`config.mk`:
```
export PLATFORM = sky130hd
export DESIGN_NAME = zpc_mul
export DESIGN_NICKNAME = d
export VERILOG_FILES = /design/src/design/zpc_pkg.sv /design/src/design/zpc_mul.sv
export SDC_FILE = /design/constraint.sdc
export NUM_CORES = 2
export LEC_CHECK = 0
export BUFFER_PORTS_ARGS = -buffer_cell sky130_fd_sc_hd__buf_2
export CAP_MARGIN = 5
export CORE_UTILIZATION = 45
export DETAILED_ROUTE_END_ITERATION = 10
export PLACE_DENSITY = 0.64
export SLEW_MARGIN = 20
export SYNTH_ARGS = -nofsm -noshare
export SYNTH_HDL_FRONTEND = slang
export SYNTH_SLANG_ARGS = --single-unit
export TNS_END_PERCENT = 10
```
`constraint.sdc`:
```
create_clock -name clk_i -period 11 [get_ports clk_i]
set_clock_uncertainty 0.05 [all_clocks]
set_input_delay 0.55 -clock clk_i [delete_from_list [all_inputs] [get_ports clk_i]]
set_output_delay 0.55 -clock clk_i [all_outputs]
set_load 0.005 [all_outputs]
```
`src/design/zpc_pkg.sv`:
```
// Package for the ZMP preview controller: state, operation and register codes.
// No dependencies; the files that use it refer to it by scoped names.
package zpc_pkg;

  typedef enum logic [6:0] {
    ST_IDLE  = 7'b0000001,
    ST_TAPS  = 7'b0000010,
    ST_DRAIN = 7'b0000100,
    ST_ISSUE = 7'b0001000,
    ST_WAIT  = 7'b0010000,
    ST_TAKE  = 7'b0100000,
    ST_OUT   = 7'b1000000
  } state_e;

  // scalar multiply sequence of one axis, in issue order
  typedef enum logic [3:0] {
    OP_ERR = 4'd0,
    OP_SP  = 4'd1,
    OP_SV  = 4'd2,
    OP_SA  = 4'd3,
    OP_PV  = 4'd4,
    OP_PA  = 4'd5,
    OP_PU  = 4'd6,
    OP_VA  = 4'd7,
    OP_VU  = 4'd8,
    OP_AU  = 4'd9,
    OP_ZMP = 4'd10
  } op_e;

  typedef enum logic [2:0] {
    CFG_DT       = 3'd0,
    CFG_DT_SQ    = 3'd1,
    CFG_DT_CUBE  = 3'd2,
    CFG_RATIO    = 3'd3,
    CFG_ERR_GAIN = 3'd4,
    CFG_GAIN_POS = 3'd5,
    CFG_GAIN_VEL = 3'd6,
    CFG_GAIN_ACC = 3'd7
  } cfg_e;

  localparam int unsigned NumCfg = 8;
  localparam logic [31:0] CfgReset [NumCfg] = '{
    32'd327, 32'd1, 32'd0, 32'hFFFF_EB1F, 32'd0, 32'd0, 32'd0, 32'd0
  };

  typedef struct packed {
    logic busy;
    logic done;
  } mul_stat_t;

endpackage

```
`src/design/zpc_mul.sv`:
```
// Shared Q16.16 multiplier: registered operands, registered 64-bit product.
// The result is taken from the product register, which follows the operand registers. Depends on zpc_pkg.
module zpc_mul (
  input  logic                 clk_i,
  input  logic                 rst_ni,
  input  logic                 valid_i,
  input  logic [31:0]          a_i,
  input  logic [31:0]          b_i,
  output logic [31:0]          res_o,
  output zpc_pkg::mul_stat_t   stat_o
);
  logic [31:0]        a_q, b_q;
  logic signed [63:0] prod_q;
  logic               v1_q, v2_q;

  always_ff @(posedge clk_i or negedge rst_ni) begin
    if (!rst_ni) begin
      v1_q <= 1'b0;
      v2_q <= 1'b0;
    end else begin
      v1_q <= valid_i;
      v2_q <= v1_q;
    end
  end

  always_ff @(posedge clk_i) begin
    a_q    <= a_i;
    b_q    <= b_i;
    prod_q <= $signed(a_q) * $signed(b_q);
  end

  // floor shift by 16, keep low word
  assign res_o       = prod_q[47:16];
  assign stat_o.busy = v1_q | v2_q;
  assign stat_o.done = v2_q;
endmodule

```
==> flow_summary.yaml <==
sta:
  fin_setup_tns_ns: 0
  fin_crit_sh_pct: 76.9
  finalHoldViolations: 0
  slew_headroom_pct: 30.2
  finalSetupViolations: 0
  fin_hold_ws_ns: 0.174
  tightest_slew_ns: 1.05
  setup_slack_ns: 2.54
  fmax_mhz: 118
  slew_viol_final: 0
  rsz0062_at_grt: "no"
  min_period_ns: 8.46
cts:
  clock_latency_ns: 0.42
  cts_tree: "yes"
  cts-root-buf: "clkbuf_16"
  cts_buffers: 9
  cts.repair.resized: 0
  clkTransAtPathRegs_ns: 0.09
  cts.htree.levels: 3
  cts_buffer_depth: 2
  cts.sinks: 98
floorplanning:
  core_mm2: 0.0674
  die_w_um: 263
  rows: 95
  die_area_mm2: 0.0693
  die_y_um: 263
  initial_core_util_pct: 45.6
  ios: 101
critical_path:
  worstPathArrival_ns: 8.71
  reg2reg_slack_ns: 2.54
  crit_fanout: 15
  cp-start-kind: "register"
  critPathSlowestCell: "dfxtp_1"
  reg2regPathDepth: 21
  rr_endpoint: "prod_q[47]$_DFF_P_"
  cp.required_ns: 11.25
  cp_cell_sequence: "buf_4 > nand2_1 > fa_1 > fa_1 > inv_1 > fa_1 > fa_1 > fa_1 > fa_1 > fa_1 > fa_1 > ha_1 > nand4_1 > nor3_1 > a21oi_1 > o21ai_0 > o211ai_1 > a31oi_1 > a21o_1 > a21oi_1 > xnor2_1"
  r2r-start: "a_q[11]$_DFF_P_"
  crit_top_cell: "fa_1"
  endpoint_kind: "register"
  slowest_delay_ns: 0.81
  crit_type: "register to register"
global_routing:
  grt_use_total_pct: 24.6
  grt_util_met2_pct: 40.1
  met1_usage_pct: 34.0
  use_met3_pct: 3.83
  grt_overflow: 0
  grt_start_max_net_pins: 34
  grt_pass1_wl_um: 131000
  busiest_layer: "met2"
  grt_pass1_vias: 23400
  antenna_found_initial: 1
placed_design:
  dpl.hpwl_um: 63700
  place_ws_ns: 2.38
  portBuffers: 100
  gp_congestion: 0.863
yosys:
  ys_types: 48
  synth_seq_area_share_pct: 6.42
  synth_area_mm2: 0.0307
  async_flop_share_pct: 2.04
  synthFlopType: "dfxtp_1"
  synth_edf_count: 0
  ys_ff_latch: 98
  synth_cells: 3218
  synth_fp_nets: 4286
  synth_warnings: 0
  synth_area_per_cell_um2: 9.55
finish:
  n_antenna_cell: 0
  nets: 4286
  drive_gt1_share_pct: 5.96
  area_growth_pct: 5.50
drt:
  drt_iter0_markers: 1114
  viasPerCell: 5.05
  dr.pass1.iters: 5
  wl_um: 78500
  drc: 0
  route.vias.total: 20700
  ant_nets: 0
  routedWlPerCell_um: 19.2
hold_path:
  hold_path.startpoint: "a_i[21]"
  hold_path_class: "input port to register"
  min_path_cells: 1
  hold_end: "a_q[21]$_DFF_P_"
run:
  max-cap-violations: 0
status:
  outcome: "completed"
==> per-stage QoR <==
stage / util, % / instances / cell area, um2
finish: 48.1 / 4096 / 32400
floorplan: - / 3218 / 30700
detailed placement: 47.6 / 4079 / 32100
global placement: 47.6 / 4078 / 32100
global route: 48.1 / 4096 / 32400
CTS: 48.1 / 4096 / 32400
==> sequential cells by signal, indices dropped and copies added, names as in the netlist <==
signal / count
a_q: 32
b_q: 32
prod_q: 32
v1_q: 1
v2_q: 1
==> cell usage in the layout, fill, tap and decap left out, types with 5 or more instances in the layout <==
cell	count
a21oi_2	5
nand2_1	453
nand2b_1	10
nand3_1	6
o21bai_1	6
nor2b_1	13
buf_2	100
xnor2_1	57
a21o_1	10
o21ai_1	5
a21oi_1	37
nand4_1	9
buf_4	59
ha_1	163
and2_1	461
dfxtp_1	94
clkbuf_16	9
inv_1	787
o21ai_0	12
xor2_1	18
fa_1	838
nor2_1	18
==> worst max path at each step <==
stage | endpoint | startpoint | cells past startpoint
global route | prod_q[47]$_DFF_P_ | b_q[2]$_DFF_P_ | 20
floorplan | prod_q[47]$_DFF_P_ | b_q[18]$_DFF_P_ | 25
global placement | prod_q[47]$_DFF_P_ | b_q[12]$_DFF_P_ | 21
finish | prod_q[47]$_DFF_P_ | a_q[11]$_DFF_P_ | 21
CTS | prod_q[47]$_DFF_P_ | b_q[11]$_DFF_P_ | 21
detailed placement | prod_q[47]$_DFF_P_ | b_q[11]$_DFF_P_ | 21
==> Yosys cell counts (4+ instances only) <==
| cell | instances | area, um2 |
|---|---|---|
| nor2b_1 | 13 | 81.3 |
| nand3_1 | 6 | 30.0 |
| clkbuf_1 | 166 | 623 |
| xor2_1 | 18 | 158 |
| nor2_1 | 18 | 67.6 |
| o21bai_1 | 6 | 45.0 |
| fa_1 | 838 | 16800 |
| and2_1 | 461 | 2880 |
| o21ai_0 | 12 | 60.1 |
| inv_1 | 787 | 2950 |
| a21o_1 | 10 | 75.1 |
| nand2_1 | 453 | 1700 |
| a21oi_2 | 5 | 43.8 |
| nor3_1 | 4 | 20.0 |
| nand2b_1 | 10 | 62.6 |
| nand4_1 | 9 | 56.3 |
| ha_1 | 163 | 2040 |
| o21ai_1 | 5 | 25.0 |
| xnor2_1 | 57 | 499 |
| dfxtp_1 | 96 | 1920 |
| a211oi_1 | 4 | 30.0 |
| buf_2 | 4 | 20.0 |
| a21oi_1 | 37 | 185 |
==> area by class of cell <==
class	count	area [um2]
clock buffers	10	239
clock inverters	6	47.5
fillers	6311	35000
inverters	787	2950
multi-input cells	2162	25100
flip-flops and latches	98	1970
well taps	873	1090
repair buffers	160	953
==> worst max-delay path, delay by kind of cell, from the launching register on <==
| kind | cells | cell delay [ns] |
|---|---|---|
| simple gates | 3 | 1.02 |
| compound gates | 6 | 1.51 |
| buf+inv | 2 | 0.41 |
| fa+ha+maj | 9 | 4.40 |
| xor+xnor | 1 | 0.12 |
| flops | 1 | 0.81 |
==> cells by family (layout without fill, tap and decap cells) <==
group,Yosys count,count (layout),synth area share [%]
XOR/XNOR,75,75,2.14
AND/OR/NAND/NOR,983,983,16.2
flip-flops,98,98,6.42
adder cells (fa/ha/maj),1001,1001,61.2
buffers and inverters,958,963,11.7
AO/OA/AOI/OAI,103,103,2.26
==> metal layers <==
metal	share of wire, %	vias to the layer above
li1	-	9057
met2	48	608
met5	0.017	-
met4	2.7	2
met3	6.4	106
met1	43	10900
==> timing repair <==
action	in CTS	in global routing
buffers inserted	0	0
hold buffers	1	0
hold endpoints to repair	2	0
Power is left out: the tool's default activity adds up to more than one toggle a clock period on the data nets, which glitch-free logic cannot reach.
